**config.mk**
```make
export PLATFORM = sky130hd
export DESIGN_NAME = debounced_square_selector_core
export DESIGN_NICKNAME = d
export VERILOG_FILES = /design/src/hw/rtl/dss_pkg.sv /design/src/hw/rtl/dss_lane.sv /design/src/hw/rtl/dss_merge.sv /design/src/hw/rtl/debounced_square_selector_core.sv
export SDC_FILE = /design/constraint.sdc
export NUM_CORES = 1
export LEC_CHECK = 0
export ABC_AREA = 0
export BUFFER_PORTS_ARGS = -buffer_cell sky130_fd_sc_hd__buf_2
export CAP_MARGIN = 30
export CELL_PAD_IN_SITES_DETAIL_PLACEMENT = 1
export CELL_PAD_IN_SITES_GLOBAL_PLACEMENT = 2
export CORE_MARGIN = 4
export CORE_UTILIZATION = 40
export DETAILED_ROUTE_END_ITERATION = 7
export PLACE_DENSITY = 0.84
export SYNTH_ARGS = -nofsm -noshare
export SYNTH_HDL_FRONTEND = slang
export SYNTH_SLANG_ARGS = --single-unit
```
**constraint.sdc**
```tcl
create_clock -name clk -period 9.75 [get_ports clk]
set_clock_uncertainty 0.15 [all_clocks]
set_input_delay 1.95 -clock clk [delete_from_list [all_inputs] [get_ports clk]]
set_output_delay 1.95 -clock clk [all_outputs]
set_load 0.1 [all_outputs]
```
**src/hw/rtl/dss_pkg.sv**
```systemverilog
`default_nettype none
// ---------------------------------------------------------------------------
// dss_pkg
// Shared constants and types of the debounced square selector.
// ---------------------------------------------------------------------------
package dss_pkg;

  localparam int SLOTS      = 8;
  localparam int RUN_W      = 8;
  localparam int ID_W       = 8;
  localparam int CODE_W     = 7;
  localparam int POS_W      = 3;
  localparam int COUNT_W    = 4;
  localparam int CFG_IDX_W  = 3;
  localparam int CFG_DATA_W = 64;
  localparam int BOARD_W    = 64;

  localparam logic [CFG_IDX_W-1:0] REG_STABLE_CYCLES  = 3'd0;
  localparam logic [CFG_IDX_W-1:0] REG_FLIP_ROWS      = 3'd1;
  localparam logic [CFG_IDX_W-1:0] REG_OPTION_COUNT   = 3'd2;
  localparam logic [CFG_IDX_W-1:0] REG_OPTION_SQUARES = 3'd3;
  localparam logic [CFG_IDX_W-1:0] REG_OPTION_IDS     = 3'd4;

  localparam logic REQ_POLL  = 1'b0;
  localparam logic REQ_CLEAR = 1'b1;

  typedef struct packed {
    logic             fire;
    logic [POS_W-1:0] row;
    logic [POS_W-1:0] col;
  } lane_result_t;

endpackage
`default_nettype wire

```
**src/hw/rtl/dss_lane.sv**
```systemverilog
`default_nettype none
// ---------------------------------------------------------------------------
// dss_lane
// One option slot: square decode and empty/occupied debouncer with rearm.
// ---------------------------------------------------------------------------
module dss_lane (
  input  wire logic                             clk,
  input  wire logic                             rst,
  input  wire logic                             clear,
  input  wire logic                             commit,
  input  wire logic [dss_pkg::CODE_W-1:0]       square,
  input  wire logic                             flip,
  input  wire logic [dss_pkg::BOARD_W-1:0]      occupancy,
  input  wire logic [dss_pkg::RUN_W-1:0]        need,
  output dss_pkg::lane_result_t                 res
);

  logic [dss_pkg::RUN_W-1:0] empty_run;
  logic [dss_pkg::RUN_W-1:0] occupied_run;
  logic                      armed;
  logic                      latched;

  logic [dss_pkg::RUN_W-1:0] empty_run_next;
  logic [dss_pkg::RUN_W-1:0] occupied_run_next;
  logic                      armed_next;
  logic                      latched_next;
  logic [dss_pkg::POS_W-1:0] row;
  logic [dss_pkg::POS_W-1:0] col;
  logic                      occ;
  logic                      fire;

  assign row = flip ? ~square[5:3] : square[5:3];
  assign col = square[2:0];
  assign occ = !square[6] && occupancy[{row, col}];

  always_comb begin
    empty_run_next    = empty_run;
    occupied_run_next = occupied_run;
    armed_next        = armed;
    latched_next      = latched;
    fire              = 1'b0;
    if (!occ) begin
      if (empty_run < need) begin
        empty_run_next = empty_run + 1'b1;
      end
      occupied_run_next = '0;
      latched_next      = 1'b0;
      if (empty_run_next >= need) begin
        armed_next = 1'b1;
      end
    end else begin
      empty_run_next = '0;
      if (!armed || latched) begin
        occupied_run_next = '0;
      end else begin
        if (occupied_run < need) begin
          occupied_run_next = occupied_run + 1'b1;
        end
        if (occupied_run_next >= need) begin
          armed_next   = 1'b0;
          latched_next = 1'b1;
          fire         = 1'b1;
        end
      end
    end
  end

  assign res.fire = fire;
  assign res.row  = row;
  assign res.col  = col;

  always_ff @(posedge clk) begin
    if (rst || clear) begin
      empty_run    <= '0;
      occupied_run <= '0;
      armed        <= 1'b0;
      latched      <= 1'b0;
    end else if (commit) begin
      empty_run    <= empty_run_next;
      occupied_run <= occupied_run_next;
      armed        <= armed_next;
      latched      <= latched_next;
    end
  end

endmodule
`default_nettype wire

```
**src/hw/rtl/dss_merge.sv**
```systemverilog
`default_nettype none
// ---------------------------------------------------------------------------
// dss_merge
// Priority merge of the slot lanes: first active lane that fires wins.
// ---------------------------------------------------------------------------
module dss_merge (
  input  wire dss_pkg::lane_result_t                  lane_res [dss_pkg::SLOTS],
  input  wire logic [dss_pkg::SLOTS-1:0]              active,
  input  wire logic [dss_pkg::SLOTS*dss_pkg::ID_W-1:0] ids,
  output logic      [dss_pkg::SLOTS-1:0]              commit,
  output logic                                        selected,
  output logic      [dss_pkg::ID_W-1:0]               option_id,
  output logic      [dss_pkg::POS_W-1:0]              square_row,
  output logic      [dss_pkg::POS_W-1:0]              square_col
);

  logic done;

  always_comb begin
    done       = 1'b0;
    commit     = '0;
    selected   = 1'b0;
    option_id  = '0;
    square_row = '0;
    square_col = '0;
    for (int i = 0; i < dss_pkg::SLOTS; i++) begin
      if (active[i] && !done) begin
        commit[i] = 1'b1;
        if (lane_res[i].fire) begin
          done       = 1'b1;
          selected   = 1'b1;
          option_id  = ids[i*dss_pkg::ID_W +: dss_pkg::ID_W];
          square_row = lane_res[i].row;
          square_col = lane_res[i].col;
        end
      end
    end
  end

endmodule
`default_nettype wire

```
**src/hw/rtl/debounced_square_selector_core.sv**
```systemverilog
`default_nettype none
// ---------------------------------------------------------------------------
// debounced_square_selector_core
// Eight debounced option slots watching squares of a 64-bit occupancy scan.
//
// Input channel (item_valid/item_stall): one transaction carries req_type and
// a 64-bit occupancy scan. Poll steps the active slot debouncers up to the
// first that fires; clear resets every debouncer and reports no selection.
// Output channel (result_valid/result_stall): one transaction per input,
// with selected, option_id, square_row and square_col.
// result_valid rises in the cycle after input acceptance. Throughput is
// one transaction per cycle unless stalled: the eight slot lanes evaluate
// in parallel and the merge picks the first firing slot in the same cycle.
// Configuration is written through cfg_we/cfg_index/cfg_data, only while
// idle, by the user; the block does not enforce this. Reset clears all
// debouncers, sets stable_cycles to 1 and the other registers to 0, and
// empties the result register. While the receiver stalls, the result
// register holds and item_stall is raised so no further input is accepted.
// ---------------------------------------------------------------------------
module debounced_square_selector_core (
  input  wire logic                              clk,
  input  wire logic                              rst,
  input  wire logic                              cfg_we,
  input  wire logic [dss_pkg::CFG_IDX_W-1:0]     cfg_index,
  input  wire logic [dss_pkg::CFG_DATA_W-1:0]    cfg_data,
  input  wire logic                              item_valid,
  output logic                                   item_stall,
  input  wire logic                              req_type,
  input  wire logic [dss_pkg::BOARD_W-1:0]       occupancy,
  output logic                                   result_valid,
  input  wire logic                              result_stall,
  output logic                                   selected,
  output logic      [dss_pkg::ID_W-1:0]          option_id,
  output logic      [dss_pkg::POS_W-1:0]         square_row,
  output logic      [dss_pkg::POS_W-1:0]         square_col
);

  logic [dss_pkg::RUN_W-1:0]                 stable_cycles;
  logic                                      flip_rows;
  logic [dss_pkg::COUNT_W-1:0]               option_count;
  logic [dss_pkg::SLOTS*dss_pkg::CODE_W-1:0] option_squares;
  logic [dss_pkg::SLOTS*dss_pkg::ID_W-1:0]   option_ids;

  logic                        item_acc;
  logic                        poll;
  logic                        clear;
  logic [dss_pkg::RUN_W-1:0]   need;
  logic [dss_pkg::COUNT_W-1:0] count;
  logic [dss_pkg::SLOTS-1:0]   active;
  logic [dss_pkg::SLOTS-1:0]   commit;
  dss_pkg::lane_result_t       lane_res [dss_pkg::SLOTS];
  logic                        m_selected;
  logic [dss_pkg::ID_W-1:0]    m_option_id;
  logic [dss_pkg::POS_W-1:0]   m_row;
  logic [dss_pkg::POS_W-1:0]   m_col;
  logic [dss_pkg::SLOTS-1:0]   fire_vec;

  assign item_stall = result_valid && result_stall;
  assign item_acc   = item_valid && !item_stall;
  assign clear      = item_acc && (req_type == dss_pkg::REQ_CLEAR);
  assign poll       = item_acc && (req_type == dss_pkg::REQ_POLL);

  assign need  = (stable_cycles == '0) ? dss_pkg::RUN_W'(1) : stable_cycles;
  assign count = (option_count > dss_pkg::COUNT_W'(dss_pkg::SLOTS)) ?
                 dss_pkg::COUNT_W'(dss_pkg::SLOTS) : option_count;

  always_ff @(posedge clk) begin
    if (rst) begin
      stable_cycles  <= dss_pkg::RUN_W'(1);
      flip_rows      <= 1'b0;
      option_count   <= '0;
      option_squares <= '0;
      option_ids     <= '0;
    end else if (cfg_we) begin
      case (cfg_index)
        dss_pkg::REG_STABLE_CYCLES:  stable_cycles  <= cfg_data[dss_pkg::RUN_W-1:0];
        dss_pkg::REG_FLIP_ROWS:      flip_rows      <= cfg_data[0];
        dss_pkg::REG_OPTION_COUNT:   option_count   <= cfg_data[dss_pkg::COUNT_W-1:0];
        dss_pkg::REG_OPTION_SQUARES:
          option_squares <= cfg_data[dss_pkg::SLOTS*dss_pkg::CODE_W-1:0];
        dss_pkg::REG_OPTION_IDS:     option_ids     <= cfg_data;
        default: ;
      endcase
    end
  end

  for (genvar i = 0; i < dss_pkg::SLOTS; i++) begin : g_lane
    assign active[i]   = dss_pkg::COUNT_W'(i) < count;
    assign fire_vec[i] = lane_res[i].fire;

    dss_lane u_lane (
      .clk       (clk),
      .rst       (rst),
      .clear     (clear),
      .commit    (poll && commit[i]),
      .square    (option_squares[i*dss_pkg::CODE_W +: dss_pkg::CODE_W]),
      .flip      (flip_rows),
      .occupancy (occupancy),
      .need      (need),
      .res       (lane_res[i])
    );
  end

  dss_merge u_merge (
    .lane_res   (lane_res),
    .active     (active),
    .ids        (option_ids),
    .commit     (commit),
    .selected   (m_selected),
    .option_id  (m_option_id),
    .square_row (m_row),
    .square_col (m_col)
  );

  always_ff @(posedge clk) begin
    if (rst) begin
      result_valid <= 1'b0;
    end else if (item_acc) begin
      result_valid <= 1'b1;
    end else if (!result_stall) begin
      result_valid <= 1'b0;
    end
  end

  always_ff @(posedge clk) begin
    if (item_acc) begin
      if (clear) begin
        selected   <= 1'b0;
        option_id  <= '0;
        square_row <= '0;
        square_col <= '0;
      end else begin
        selected   <= m_selected;
        option_id  <= m_option_id;
        square_row <= m_row;
        square_col <= m_col;
      end
    end
  end

  a_clear_no_select: assert property (@(posedge clk) disable iff (rst)
    clear |=> result_valid && !selected)
    else $error("clear request produced a selection");

  a_idle_fields_zero: assert property (@(posedge clk) disable iff (rst)
    result_valid && !selected |->
      option_id == '0 && square_row == '0 && square_col == '0)
    else $error("non-selected result carries nonzero fields");

  a_single_winner: assert property (@(posedge clk) disable iff (rst)
    $onehot0(fire_vec & commit))
    else $error("more than one committed lane fired");

  a_accept_gives_result: assert property (@(posedge clk) disable iff (rst)
    item_acc |=> result_valid)
    else $error("accepted transaction produced no result");

  a_stall_holds: assert property (@(posedge clk) disable iff (rst)
    result_valid && result_stall |=> result_valid && $stable(selected))
    else $error("stalled result changed");

endmodule
`default_nettype wire
```
# [After elaboration in Yosys (flattened, before gate mapping)]
# Index checks and enable logic that the tools add are counted.
[totals] reg_bits=293 input_bits=137 out_inout_bits=17 wordCells=472
[classes] add_sub_neg=16 magnitude_cmp=49 eq_ne=21 muxes=244 bitwise_logic=9 n_reduce_logical=91
[op_table] cell="8-bit 2-to-1 mux" n=81
[op_table] cell="8-bit by 1-bit adder with 8-bit output, second input constant" n=16
[op_table] cell="8-bit >= comparator" n=16
[op_table] cell="8-bit < comparator" n=16
[op_table] cell="3-bit 2-to-1 mux" n=40
[op_table] cell="1-bit 2-to-1 mux" n=114
[op_table] cell="6-bit by 7-bit < comparator with 1-bit output, second input constant" n=8
[op_table] cell="1-bit binary-select mux with 6-bit select" n=8
[op_table] cell="2-bit != test, second input constant" n=16
[op_table] cell="4-bit AND reduction" n=8
[op_table] cell="1-bit logical AND" n=27
[op_table] cell="1-bit zero test" n=24
[op_table] cell="3-bit inverter" n=8
[op_table] cell="3-bit AND reduction" n=8
[op_table] cell="3-bit by 4-bit < comparator with 1-bit output, first input constant" n=4
[op_table] cell="2-bit nonzero test" n=8
[op_table] cell="2-bit AND reduction" n=5
[op_table] cell="1-bit logical OR" n=9
[op_table] cell="8-bit zero test" n=1
[op_table] cell="1-bit by 4-bit < comparator with 1-bit output, first input constant" n=2
[op_table] cell="2-bit by 4-bit < comparator with 1-bit output, first input constant" n=2
[op_table] cell="3-bit by 2-bit equality test with 1-bit output, second input constant" n=2
[op_table] cell="4-bit greater-than comparator, second input constant" n=1
[op_table] cell="4-bit 2-to-1 mux" n=1
[op_table] cell="5 further kinds" n=5

# [Longest topological paths before layout]
# Gate-level depths: netlist of the first run.
[logic_depth] ltp_word=35 ltp_mapped=25 mapped_depth_nobuf=22

# [Modules after synthesis]
# From an unflattened synthesis of the first run, not the netlist that was laid out.
[hier_totals] cells_unflattened=2893 hier_area_um2=26964.6
[by_module_without_submodules] module="dss_lane at g_lane[0].u_lane ..." instances=7 cells_per_inst=266 area_each_um2=2412.3 seq_area_each_um2=360.3
[by_module_without_submodules] module="debounced_square_selector_core" instances=1 cells_per_inst=575 area_each_um2=6271.0 seq_area_each_um2=3133.0
[by_module_without_submodules] module="dss_lane at g_lane[3].u_lane" instances=1 cells_per_inst=266 area_each_um2=2519.9 seq_area_each_um2=360.3
[by_module_without_submodules] module="dss_merge" instances=1 cells_per_inst=190 area_each_um2=1287.5 seq_area_each_um2=0.0

# [Worst setup path before layout of the first run]
# No wires, ideal clock.
[synth_path] path_type="reg-to-reg" startpoint="register stable_cycles[7] in the netlist's numbering" endpoint="register g_lane[7].u_lane.empty_run[7] in the netlist's numbering" setup_time_ps=70 arrival_time_ps=5619 required_time_ps=9530 path_slack_ps=3912 stages_incl_launch_ff=25 path_cell_list="dfxtp_1 inv_1 a41oi_1 o21a_1 o21a_1 o21a_1 o21ai_0 a21oi_1 nor2b_1 nand3_1 xnor2_1 ha_1 a21o_1 a2111oi_0 o21ai_0 nand4_1 a211oi_1 buf_2 a31oi_2 o2111a_1 o2111ai_4 or2_0 buf_2 or4_1 a21oi_1"
[synth_between] elab_chain_cells=34 word_cells_on_any_way=92
[synth_lines] element="start, declared" line_no="debounced_square_selector_core.sv:38" source="logic [dss_pkg::RUN_W-1:0] stable_cycles;"
[synth_lines] element="start signal, assigned" line_no="debounced_square_selector_core.sv:69" source="stable_cycles <= dss_pkg::RUN_W'(1);"
[synth_lines] element="start signal, assigned" line_no="debounced_square_selector_core.sv:76" source="dss_pkg::REG_STABLE_CYCLES: stable_cycles <= cfg_data[dss_pkg::RUN_W-1:0];"
[synth_lines] element="8-bit zero test" line_no="debounced_square_selector_core.sv:63" source="assign need = (stable_cycles == '0) ? dss_pkg::RUN_W'(1) : stable_cycles;"
[synth_lines] element="8-bit 2-to-1 mux *" line_no="debounced_square_selector_core.sv:63"
[synth_lines] element="8-bit < comparator" line_no="dss_lane.sv:56" source="if (occupied_run < need) begin"
[synth_lines] element="8-bit 2-to-1 mux" line_no="dss_lane.sv:56"
[synth_lines] element="8-bit 2-to-1 mux" line_no="dss_lane.sv:53" source="if (!armed || latched) begin"
[synth_lines] element="8-bit 2-to-1 mux" line_no="dss_lane.sv:42" source="if (!occ) begin"
[synth_lines] element="8-bit >= comparator" line_no="dss_lane.sv:59" source="if (occupied_run_next >= need) begin"
[synth_lines] element="1-bit 2-to-1 mux" line_no="dss_lane.sv:59"
[synth_lines] element="[... 18 more ...]"
[synth_lines] element="1-bit 2-to-1 mux" line_no="dss_merge.sv:27" source="if (active[i] && !done) begin"
[synth_lines] element="1-bit zero test" line_no="dss_merge.sv:27"
[synth_lines] element="1-bit logical AND" line_no="dss_merge.sv:27"
[synth_lines] element="1-bit 2-to-1 mux" line_no="dss_merge.sv:27"
[synth_lines] element="1-bit zero test" line_no="dss_merge.sv:27"
[synth_lines] element="1-bit logical AND" line_no="dss_merge.sv:27"
[synth_lines] element="1-bit 2-to-1 mux" line_no="dss_merge.sv:27"
[synth_lines] element="1-bit logical AND" line_no="debounced_square_selector_core.sv:95" source=".commit (poll && commit[i]),"
[synth_lines] element="end signal, assigned" line_no="dss_lane.sv:79" source="empty_run <= empty_run_next;"
[synth_lines] element="end, declared" line_no="dss_lane.sv:18" source="logic [dss_pkg::RUN_W-1:0] empty_run;"
# Mark *: on every way between the ends. The rest lies on a longest branch, timed or not. The select of a mux whose other input is x is not followed.
# A chain may end at the register's enable or synchronous reset.

# [Worst setup path in the final report of the first run]
[layout_path] startpoint="register stable_cycles[3] in the netlist's numbering" endpoint="register g_lane[4].u_lane.occupied_run[6] in the netlist's numbering"
[layout_between] elab_chain_cells=25 word_cells_on_any_way=58
[layout_lines] element="8-bit zero test" line_no="debounced_square_selector_core.sv:63"
[layout_lines] element="8-bit 2-to-1 mux *" line_no="debounced_square_selector_core.sv:63"
[layout_lines] element="8-bit < comparator" line_no="dss_lane.sv:56"
[layout_lines] element="8-bit 2-to-1 mux" line_no="dss_lane.sv:56"
[layout_lines] element="8-bit 2-to-1 mux" line_no="dss_lane.sv:53"
[layout_lines] element="8-bit 2-to-1 mux" line_no="dss_lane.sv:42"
[layout_lines] element="8-bit >= comparator" line_no="dss_lane.sv:59"
[layout_lines] element="1-bit 2-to-1 mux" line_no="dss_lane.sv:59"
[layout_lines] element="[... 9 more ...]"
[layout_lines] element="1-bit 2-to-1 mux" line_no="dss_merge.sv:27"
[layout_lines] element="1-bit zero test" line_no="dss_merge.sv:27"
[layout_lines] element="1-bit logical AND" line_no="dss_merge.sv:27"
[layout_lines] element="1-bit 2-to-1 mux" line_no="dss_merge.sv:27"
[layout_lines] element="1-bit zero test" line_no="dss_merge.sv:27"
[layout_lines] element="1-bit logical AND" line_no="dss_merge.sv:27"
[layout_lines] element="1-bit 2-to-1 mux" line_no="dss_merge.sv:27"
[layout_lines] element="1-bit logical AND" line_no="debounced_square_selector_core.sv:95"
[layout_lines] element="end signal, assigned" line_no="dss_lane.sv:80" source="occupied_run <= occupied_run_next;"
[layout_lines] element="end, declared" line_no="dss_lane.sv:19" source="logic [dss_pkg::RUN_W-1:0] occupied_run;"
# Marks and branches as above.

==> flow_results.xml, run 1 <==
<?xml version="1.0" encoding="UTF-8"?>
<metrics>
  <group name="yosys">
    <metric name="netlist.top_cell.by_area" unit="">dfxtp_1</metric>
    <metric name="synth-warning-count" unit="">0</metric>
    <metric name="synth_nets" unit="">3216</metric>
    <metric name="synth_async_sr_flop_share" unit="%">0</metric>
    <metric name="yosysSeqAreaShare" unit="%">24.74</metric>
    <metric name="portion_of_synthesized_cell_area_occupied_by_the_leading_cell_type" unit="%">22.88</metric>
    <metric name="ys.flop_type" unit="">dfxtp_1</metric>
    <metric name="synth-edff-count" unit="">15</metric>
    <metric name="syn-mean-instance-area" unit="um2">8.615</metric>
    <metric name="synth.cell_area" unit="um2">24320</metric>
    <metric name="synth.distinct_cells" unit="">85</metric>
    <metric name="cell_count_after_synthesis" unit="">2823</metric>
    <metric name="yosys_register_bits" unit="">293</metric>
    <metric name="ys_top_cells_by_area" unit="">dfxtp_1, ha_1, mux4_2</metric>
  </group>
  <group name="pwr">
    <metric name="leakage_power_figure" unit="uW">0.009871</metric>
    <metric name="vdd.ir_drop.worst" unit="uV">107.3</metric>
    <metric name="power.total" unit="uW">3009</metric>
    <metric name="areal_power_density_over_the_cells" unit="nW/um2">111.3</metric>
  </group>
  <group name="die">
    <metric name="fp.coreArea" unit="um2">60250</metric>
    <metric name="die_area" unit="um2">64810</metric>
    <metric name="floorplan.initialDensity" unit="%">40.37</metric>
    <metric name="rows" unit="">90</metric>
    <metric name="ios" unit="">154</metric>
    <metric name="chipWidth" unit="um">254.6</metric>
    <metric name="fp.dieH" unit="um">254.6</metric>
  </group>
  <group name="cells_and_area">
    <metric name="area.growth.synth_to_final" unit="%">11.16</metric>
    <metric name="drive_gt1_share" unit="%">14.90</metric>
    <metric name="finish.utilization" unit="%">44.88</metric>
    <metric name="antenna_cells_inserted" unit="">0</metric>
    <metric name="nNetsFinal" unit="">3286</metric>
    <metric name="final_cell_count_no_fill" unit="">3702</metric>
  </group>
  <group name="worst_setup_path">
    <metric name="cp_data_required_time" unit="ns">10.09</metric>
    <metric name="cp.arrival" unit="ns">7.61</metric>
    <metric name="setup.reg_to_reg.worst_slack" unit="ns">2.47</metric>
    <metric name="worst_r2r_endpoint" unit="">g_lane[4].u_lane.occupied_run[6]$_SDFFE_PP0P_</metric>
    <metric name="depth_of_the_most_critical_reg_to_reg_path" unit="">25</metric>
    <metric name="critPathCaptureType" unit="">flip-flop</metric>
    <metric name="crit-reg2reg-launch" unit="">stable_cycles[3]$_SDFFE_PP0P_</metric>
    <metric name="cp-start-kind" unit="">flip-flop</metric>
    <metric name="worstSetupPathType" unit="">flip-flop to flip-flop</metric>
    <metric name="crit_fanout" unit="">24</metric>
  </group>
  <group name="route">
    <metric name="initialDrtViolationCount" unit="">1607</metric>
    <metric name="postRouteAntennaNets" unit="">0</metric>
    <metric name="detail_route.wirelength" unit="um">89890</metric>
    <metric name="route.detailed.drc" unit="">0</metric>
    <metric name="wl_per_cell" unit="um">24.28</metric>
    <metric name="routed-via-count" unit="">23260</metric>
    <metric name="detailedRoute.firstPassIterationCount" unit="">6</metric>
    <metric name="post_drt_via_cell_ratio" unit="">6.283</metric>
  </group>
  <group name="clock_network">
    <metric name="clk_root_buffer_cell" unit="">clkbuf_16</metric>
    <metric name="cts_htree_levels" unit="">2</metric>
    <metric name="cts_made_buffers" unit="">37</metric>
    <metric name="sinks_on_the_clock_net" unit="">293</metric>
    <metric name="clkLatencyLatePin" unit="ns">0.57</metric>
    <metric name="cts-hold-fix-buffers" unit="">0</metric>
    <metric name="tritoncts" unit="">built</metric>
    <metric name="cts.repair_timing.setup_buffer_count" unit="">0</metric>
    <metric name="ctsLongestPathBuffers" unit="">3</metric>
    <metric name="cts.reportedPaths.clkPinSlew" unit="ns">0.06</metric>
    <metric name="cts.repair.resized" unit="">0</metric>
  </group>
  <group name="sta">
    <metric name="rsz0062_at_grt" unit="">no</metric>
    <metric name="max_slew_headroom_at_the_worst_pin" unit="%">28.25</metric>
    <metric name="period_needed" unit="ns">7.276</metric>
    <metric name="clock.fmax" unit="GHz">0.1374</metric>
    <metric name="finalSetupTns" unit="ns">0</metric>
    <metric name="hold_slack" unit="ns">0.3052</metric>
    <metric name="final_hold_viol_count" unit="">0</metric>
    <metric name="slew_viol_final" unit="">0</metric>
    <metric name="setup_violations" unit="">0</metric>
    <metric name="final_cycle_utilization_of_the_critical_path" unit="%">74.62</metric>
    <metric name="worst_pin_slew" unit="ns">1.072</metric>
  </group>
  <group name="global_route">
    <metric name="grt_util_met1" unit="%">34.20</metric>
    <metric name="grt_util_met3" unit="%">3.712</metric>
    <metric name="initial_antenna_violation_count" unit="">0</metric>
    <metric name="overall_track_demand_over_capacity_in_global_routing" unit="%">27.03</metric>
    <metric name="grt_pass1_vias" unit="">23840</metric>
    <metric name="maximum_number_of_pins_on_one_net_before_global_route_repair" unit="">79</metric>
    <metric name="sum_of_overflow_across_all_layers_after_global_routing" unit="">0</metric>
    <metric name="grt_busiest_layer" unit="">met2</metric>
    <metric name="use_met2" unit="%">47.74</metric>
    <metric name="grt_pass1_wl" unit="um">139000</metric>
  </group>
  <group name="run">
    <metric name="max-cap-violations" unit="">0</metric>
  </group>
  <group name="hold_path">
    <metric name="timing.hold.worst.start" unit="">option_ids[18]$_SDFFE_PP0P_</metric>
    <metric name="hold-path-endpoint" unit="">option_ids[18]$_SDFFE_PP0P_</metric>
    <metric name="whs_path_depth" unit="">2</metric>
    <metric name="hold_class" unit="">flip-flop to flip-flop</metric>
  </group>
  <group name="status">
    <metric name="outcome" unit="">completed</metric>
  </group>
  <group name="place">
    <metric name="dpl.cell_count" unit="">3631</metric>
    <metric name="placement.io_buffers" unit="">153</metric>
    <metric name="gp_routability_congestion" unit="">0.9589</metric>
    <metric name="detailed_place_hpwl" unit="um">64190</metric>
  </group>
</metrics>
==> power by group <==
| group | total (uW) | switching (uW) | internal (uW) | leakage (uW) |
|---|---|---|---|---|
| Combinational | 423 | 268 | 155 | 0.00690 |
| Sequential | 1250 | 23.1 | 1220 | 0.00240 |
| Clock | 1340 | 583 | 758 | 0.000571 |
| Total | 3010 | 874 | 2140 | 0.00987 |
==> cell usage in the layout, fill, tap and decap left out, drive strengths merged, types with 17 or more instances in the layout <==
master,count
nand3b,38
o21ai,131
a22oi,58
mux2i,55
o21a,48
a21oi,292
a221oi,18
xor2,58
nand3,74
nor2b,39
a211oi,23
a31oi,45
inv,29
a21o,52
nor3,27
and3,27
mux2,17
buf,206
clkbuf,53
nand2b,52
xnor2,71
ha,256
dfxtp,278
nand2,416
mux4,128
nor2,170
nand4,30
==> synthesized netlist by cell type, drive strengths merged, types with 5 or more instances <==
master,count
nand2,416
a21oi,292
dfxtp,278
ha,256
nor2,170
o21ai,131
mux4,128
clkbuf,111
nand3,74
xnor2,71
buf,64
a22oi,58
xor2,58
mux2i,55
a21o,52
nand2b,52
o21a,48
a31oi,45
nor2b,39
nand3b,38
nand4,30
inv,28
and3,27
nor3,27
a211oi,23
a221oi,18
mux2,17
and2,15
edfxtp,15
o22ai,13
nor4,12
or3,12
nor3b,11
o221ai,11
or4,11
a32oi,9
and4,9
o211ai,9
a2111oi,8
a311oi,6
or2,6
a221o,5
a41oi,5
==> cell type report <==
type                       count  area, um2
clock inverter                13      97.59
fill                        7036      33210
sequential                   293       6018
inverter                      30      112.6
clock buffer                  53       1056
multi-input combinational   2325      17500
timing repair buffer         206       1270
tap                          782      978.4
==> critical path: stages (launching register included) <==
cell       delay (ns)
dfxtp_1          0.33
nor4_1           0.37
a41oi_2          0.37
buf_4            0.35
o21a_1           0.19
o21a_1           0.17
o21a_1           0.17
o21ai_0          0.25
a21oi_1          0.19
nor2b_1          0.36
nand3_1          0.17
xnor2_1          0.16
ha_1             0.30
a21o_1           0.19
a2111oi_0        0.38
o21ai_0          0.23
nand4_1          0.20
a211oi_4         0.08
buf_16           0.21
a31oi_2          0.38
nand4_1          0.15
buf_4            0.25
or3b_1           0.75
nor2_1           0.51
nand3b_1         0.13
a21oi_1          0.18
==> how the worst max path moves through the flow <==
stage                                  startpoint                                            end  slack, ns  cells after the start
detailed placement  stable_cycles[3]$_SDFFE_PP0P_     g_lane[4].u_lane.empty_run[3]$_SDFFE_PP0P_       2.54                     25
CTS                 stable_cycles[3]$_SDFFE_PP0P_     g_lane[4].u_lane.empty_run[3]$_SDFFE_PP0P_       2.52                     25
finish              stable_cycles[3]$_SDFFE_PP0P_  g_lane[4].u_lane.occupied_run[6]$_SDFFE_PP0P_       2.47                     25
floorplan           stable_cycles[7]$_SDFFE_PP0P_     g_lane[7].u_lane.empty_run[7]$_SDFFE_PP0P_       3.91                     24
global route        stable_cycles[3]$_SDFFE_PP0P_     g_lane[4].u_lane.empty_run[3]$_SDFFE_PP0P_       1.96                     25
global placement    stable_cycles[3]$_SDFFE_PP0P_     g_lane[4].u_lane.empty_run[1]$_SDFFE_PP0P_       2.76                     23
==> through the flow <==
stage	setup WS, ns	area, um2
after CTS	2.520	26930
final	2.474	27040
after floorplan	3.912	24320
after global routing	1.958	27040
after detailed placement	2.538	25780
after global placement	2.758	25700
==> flip-flops by register name, summed over array words and instances (netlist names) <==
name,cells
option_squares,56
g_lane.u_lane.occupied_run,64
selected,1
option_count,4
g_lane.u_lane.empty_run,64
stable_cycles,8
option_id,8
square_col,3
g_lane.u_lane.latched,8
flip_rows,1
result_valid,1
option_ids,64
square_row,3
g_lane.u_lane.armed,8
==> cell families (layout without fill, tap and decap cells) <==
logic type / after synthesis / count (layout) / share of synthesized area (%)
AOI/OAI and AO/OA: 773 / 773 / 19.90
xor gates and xnor gates: 129 / 129 / 4.676
adders and majority gates: 256 / 256 / 13.17
buffers and inverters: 205 / 302 / 3.565
DFF: 293 / 293 / 24.74
muxes: 200 / 200 / 14.90
and+or+nand+nor: 967 / 967 / 19.05
==> metal layers <==
metal	wire (um)	part of all wire [%]
met5	0	0
met4	3162	3.5
met3	4924	5.5
met2	44180	49
met1	37620	42
Power figures use the tool's default switching activity.
==> run 2: changes to the inputs <==
--- a/config.mk
+++ b/config.mk
@@ -11,9 +11,9 @@
 export CELL_PAD_IN_SITES_DETAIL_PLACEMENT = 1
 export CELL_PAD_IN_SITES_GLOBAL_PLACEMENT = 2
 export CORE_MARGIN = 4
-export CORE_UTILIZATION = 40
+export CORE_UTILIZATION = 39
 export DETAILED_ROUTE_END_ITERATION = 7
-export PLACE_DENSITY = 0.84
+export PLACE_DENSITY = 0.82
 export SYNTH_ARGS = -nofsm -noshare
 export SYNTH_HDL_FRONTEND = slang
 export SYNTH_SLANG_ARGS = --single-unit
==> constraint.sdc (replaced) <==
create_clock -name clk -period 7.05 [get_ports clk]
set_clock_uncertainty 0.15 [all_clocks]
set_input_delay 1.41 -clock clk [delete_from_list [all_inputs] [get_ports clk]]
set_output_delay 1.41 -clock clk [all_outputs]
set_load 0.1 [all_outputs]
==> run 2 against run 1 <==
Compared with the run above: first-iteration DRC count is 2.8% lower; final cell count is 2.1% higher; clock power is 55% higher; critical path type unchanged; critical endpoint is now g_lane[4].u_lane.occupied_run[5]$_SDFFE_PP0P_; largest power group unchanged.
==> flow_results.xml, run 2 (synthesis results as in run 1) <==
<?xml version="1.0" encoding="UTF-8"?>
<metrics>
  <group name="status">
    <metric name="outcome" unit="">completed</metric>
  </group>
  <group name="hold_path">
    <metric name="timing.hold.worst.start" unit="">option_squares[49]$_SDFFE_PP0P_</metric>
    <metric name="whs_path_depth" unit="">2</metric>
    <metric name="hold-path-endpoint" unit="">option_squares[49]$_SDFFE_PP0P_</metric>
    <metric name="hold_class" unit="">flip-flop to flip-flop</metric>
  </group>
  <group name="cells_and_area">
    <metric name="area.growth.synth_to_final" unit="%">12.71</metric>
    <metric name="most_common_library_cell_in_the_layout_ignoring_fill_and_taps" unit="">nand2_1</metric>
    <metric name="mostFrequentLayoutCells" unit="">nand2_1, a21oi_1, dfxtp_1, ha_1, nor2_1</metric>
    <metric name="nNetsFinal" unit="">3304</metric>
    <metric name="antenna_cells_inserted" unit="">0</metric>
    <metric name="design_area" unit="um2">27410</metric>
    <metric name="area_taken_by_multi_input_logic_gates" unit="um2">17500</metric>
    <metric name="final.fill_count" unit="">7280</metric>
    <metric name="drive_gt1_share" unit="%">15.64</metric>
    <metric name="layout_top_registers" unit="">g_lane.u_lane.empty_run: 64 flops, g_lane.u_lane.occupied_run: 64 flops, option_ids: 64 flops</metric>
    <metric name="register_area" unit="um2">6017</metric>
    <metric name="finish.utilization" unit="%">44.42</metric>
  </group>
  <group name="pwr">
    <metric name="internal-power" unit="uW">3131</metric>
    <metric name="power.switching_fraction" unit="%">28.74</metric>
    <metric name="areal_power_density_over_the_cells" unit="nW/um2">160.3</metric>
    <metric name="seq_power_share" unit="%">39.2</metric>
    <metric name="leakage_power_figure" unit="uW">0.01004</metric>
    <metric name="vdd.ir_drop.worst" unit="uV">156.7</metric>
    <metric name="clkPwrFrac" unit="%">47.3</metric>
    <metric name="share_comb_of_total_power" unit="%">13.5</metric>
    <metric name="netSwitchingPower" unit="uW">1263</metric>
  </group>
  <group name="worst_setup_path">
    <metric name="critPathCaptureType" unit="">flip-flop</metric>
    <metric name="cp.arrival" unit="ns">6.79</metric>
    <metric name="cp_data_required_time" unit="ns">7.39</metric>
    <metric name="setup.reg_to_reg.worst_slack" unit="ns">0.60</metric>
    <metric name="cp-start-kind" unit="">flip-flop</metric>
    <metric name="worst_r2r_endpoint" unit="">g_lane[4].u_lane.occupied_run[5]$_SDFFE_PP0P_</metric>
    <metric name="worstSetupPathType" unit="">flip-flop to flip-flop</metric>
    <metric name="crit_fanout" unit="">24</metric>
    <metric name="crit-reg2reg-launch" unit="">stable_cycles[3]$_SDFFE_PP0P_</metric>
    <metric name="depth_of_the_most_critical_reg_to_reg_path" unit="">23</metric>
  </group>
  <group name="sta">
    <metric name="clock.fmax" unit="GHz">0.1551</metric>
    <metric name="fin_ws" unit="ns">0.6036</metric>
    <metric name="finalSetupTns" unit="ns">0</metric>
    <metric name="final_cycle_utilization_of_the_critical_path" unit="%">91.44</metric>
    <metric name="rsz0062_at_grt" unit="">no</metric>
    <metric name="period_needed" unit="ns">6.446</metric>
    <metric name="final_hold_viol_count" unit="">0</metric>
    <metric name="worst_pin_slew" unit="ns">1.069</metric>
    <metric name="slew_viol_final" unit="">0</metric>
    <metric name="max_slew_headroom_at_the_worst_pin" unit="%">28.67</metric>
    <metric name="setup_violations" unit="">0</metric>
    <metric name="hold_slack" unit="ns">0.3045</metric>
  </group>
  <group name="global_route">
    <metric name="grt_util_met1" unit="%">33.57</metric>
    <metric name="sum_of_overflow_across_all_layers_after_global_routing" unit="">0</metric>
    <metric name="grt_pass1_vias" unit="">24140</metric>
    <metric name="grt_util_met3" unit="%">4.148</metric>
    <metric name="initial_antenna_violation_count" unit="">1</metric>
    <metric name="grt_busiest_layer" unit="">met2</metric>
    <metric name="overall_track_demand_over_capacity_in_global_routing" unit="%">27.15</metric>
    <metric name="grt_pass1_wl" unit="um">143000</metric>
    <metric name="use_met2" unit="%">47.31</metric>
    <metric name="maximum_number_of_pins_on_one_net_before_global_route_repair" unit="">71</metric>
  </group>
  <group name="route">
    <metric name="detail_route.wirelength" unit="um">93150</metric>
    <metric name="post_drt_via_cell_ratio" unit="">6.193</metric>
    <metric name="routed-via-count" unit="">23400</metric>
    <metric name="route.detailed.drc" unit="">0</metric>
    <metric name="detailedRoute.firstPassIterationCount" unit="">5</metric>
    <metric name="postRouteAntennaNets" unit="">0</metric>
    <metric name="initialDrtViolationCount" unit="">1562</metric>
    <metric name="wl_per_cell" unit="um">24.66</metric>
  </group>
  <group name="die">
    <metric name="floorplan.initialDensity" unit="%">39.41</metric>
    <metric name="fp.coreArea" unit="um2">61710</metric>
    <metric name="rows" unit="">91</metric>
    <metric name="fp.dieH" unit="um">257.7</metric>
    <metric name="ios" unit="">154</metric>
    <metric name="chipWidth" unit="um">257.7</metric>
    <metric name="die_area" unit="um2">66420</metric>
  </group>
  <group name="clock_network">
    <metric name="ctsLongestPathBuffers" unit="">3</metric>
    <metric name="clkLatencyLatePin" unit="ns">0.57</metric>
    <metric name="tritoncts" unit="">built</metric>
    <metric name="cts_htree_levels" unit="">2</metric>
    <metric name="cts.reportedPaths.clkPinSlew" unit="ns">0.06</metric>
    <metric name="clk_root_buffer_cell" unit="">clkbuf_16</metric>
    <metric name="cts-hold-fix-buffers" unit="">0</metric>
    <metric name="cts.repair.resized" unit="">0</metric>
    <metric name="sinks_on_the_clock_net" unit="">293</metric>
    <metric name="cts.repair_timing.setup_buffer_count" unit="">0</metric>
    <metric name="cts_made_buffers" unit="">39</metric>
  </group>
  <group name="place">
    <metric name="placement.io_buffers" unit="">153</metric>
    <metric name="gp_routability_congestion" unit="">0.9090</metric>
    <metric name="placement.cell_area" unit="um2">26010</metric>
    <metric name="detailed_place_hpwl" unit="um">67990</metric>
    <metric name="pre_cts_slack" unit="ns">0.5245</metric>
  </group>
  <group name="run">
    <metric name="max-cap-violations" unit="">0</metric>
  </group>
</metrics>
[run 2: changes by cell type in the layout (fill, tap and decap cells not counted), moves of 2 or more]
| cell | delta |
|---|---|
| buf_4 | +15 |
| bufinv_16 | +3 |
| clkbuf_1 | -3 |
| clkbuf_16 | +2 |
| clkinv_2 | +3 |
| nor2_1 | -2 |
| nor2_2 | +2 |
[run 2: through the flow]
stage | cells | power (uW)
after global placement | 3701 | 2321
after floorplan | 2823 | 2088
final | 3778 | 4394
after global routing | 3778 | 4544
after detailed placement | 3704 | 2342
after CTS | 3775 | 4429
[run 2: per-layer routing]
layer	up-vias	share of wire (%)	routed length, um
met5	-	0.013	12
met4	2	4.4	4072
met3	208	5.9	5453
met2	786	49	45470
met1	11680	41	38140
li1	10720	-	-
[run 2: worst max-delay path by stage]
stage,from,to
2_1_floorplan,stable_cycles[7]$_SDFFE_PP0P_,g_lane[7].u_lane.empty_run[7]$_SDFFE_PP0P_
3_3_place_gp,stable_cycles[3]$_SDFFE_PP0P_,g_lane[4].u_lane.empty_run[3]$_SDFFE_PP0P_
3_5_place_dp,stable_cycles[5]$_SDFFE_PP0P_,g_lane[4].u_lane.occupied_run[5]$_SDFFE_PP0P_
4_1_cts,stable_cycles[3]$_SDFFE_PP0P_,g_lane[4].u_lane.occupied_run[5]$_SDFFE_PP0P_
5_1_grt,stable_cycles[3]$_SDFFE_PP0P_,g_lane[4].u_lane.occupied_run[5]$_SDFFE_PP0P_
6_report,stable_cycles[3]$_SDFFE_PP0P_,g_lane[4].u_lane.occupied_run[5]$_SDFFE_PP0P_
[run 2: area by class of cell]
class	instances	area share, %
Clock inverter	18	0.7622
Timing Repair Buffer	222	5.176
Inverter	30	0.4108
Clock buffer	53	4.044
Tap cell	837	3.820
Multi-Input combinational cell	2325	63.84
Sequential cell	293	21.95
[run 2: worst max-delay path: stages, from the launching register on]
cell	delay (ns)
dfxtp_1	0.33
nor4_1	0.37
a41oi_2	0.20
buf_4	0.21
o21a_1	0.17
o21a_1	0.17
o21a_1	0.17
o211ai_1	0.15
a21oi_1	0.10
nor2_1	0.58
and3_1	0.32
xor2_1	0.16
ha_1	0.26
a21o_1	0.18
a21oi_1	0.14
o21ai_0	0.10
a31o_2	0.31
a31oi_2	0.41
nand4_1	0.16
buf_4	0.25
or3b_1	0.73
nor2_2	0.40
nand3b_1	0.14
a21oi_1	0.19
[run 2: power by group through the flow]
stage,sequential [uW],clock (uW),combinational [uW]
2_1_floorplan,1770,0,321
5_1_grt,1720,2190,633
3_3_place_gp,1760,0,562
6_report,1720,2080,595
4_1_cts,1720,2120,585
3_5_place_dp,1760,0,583
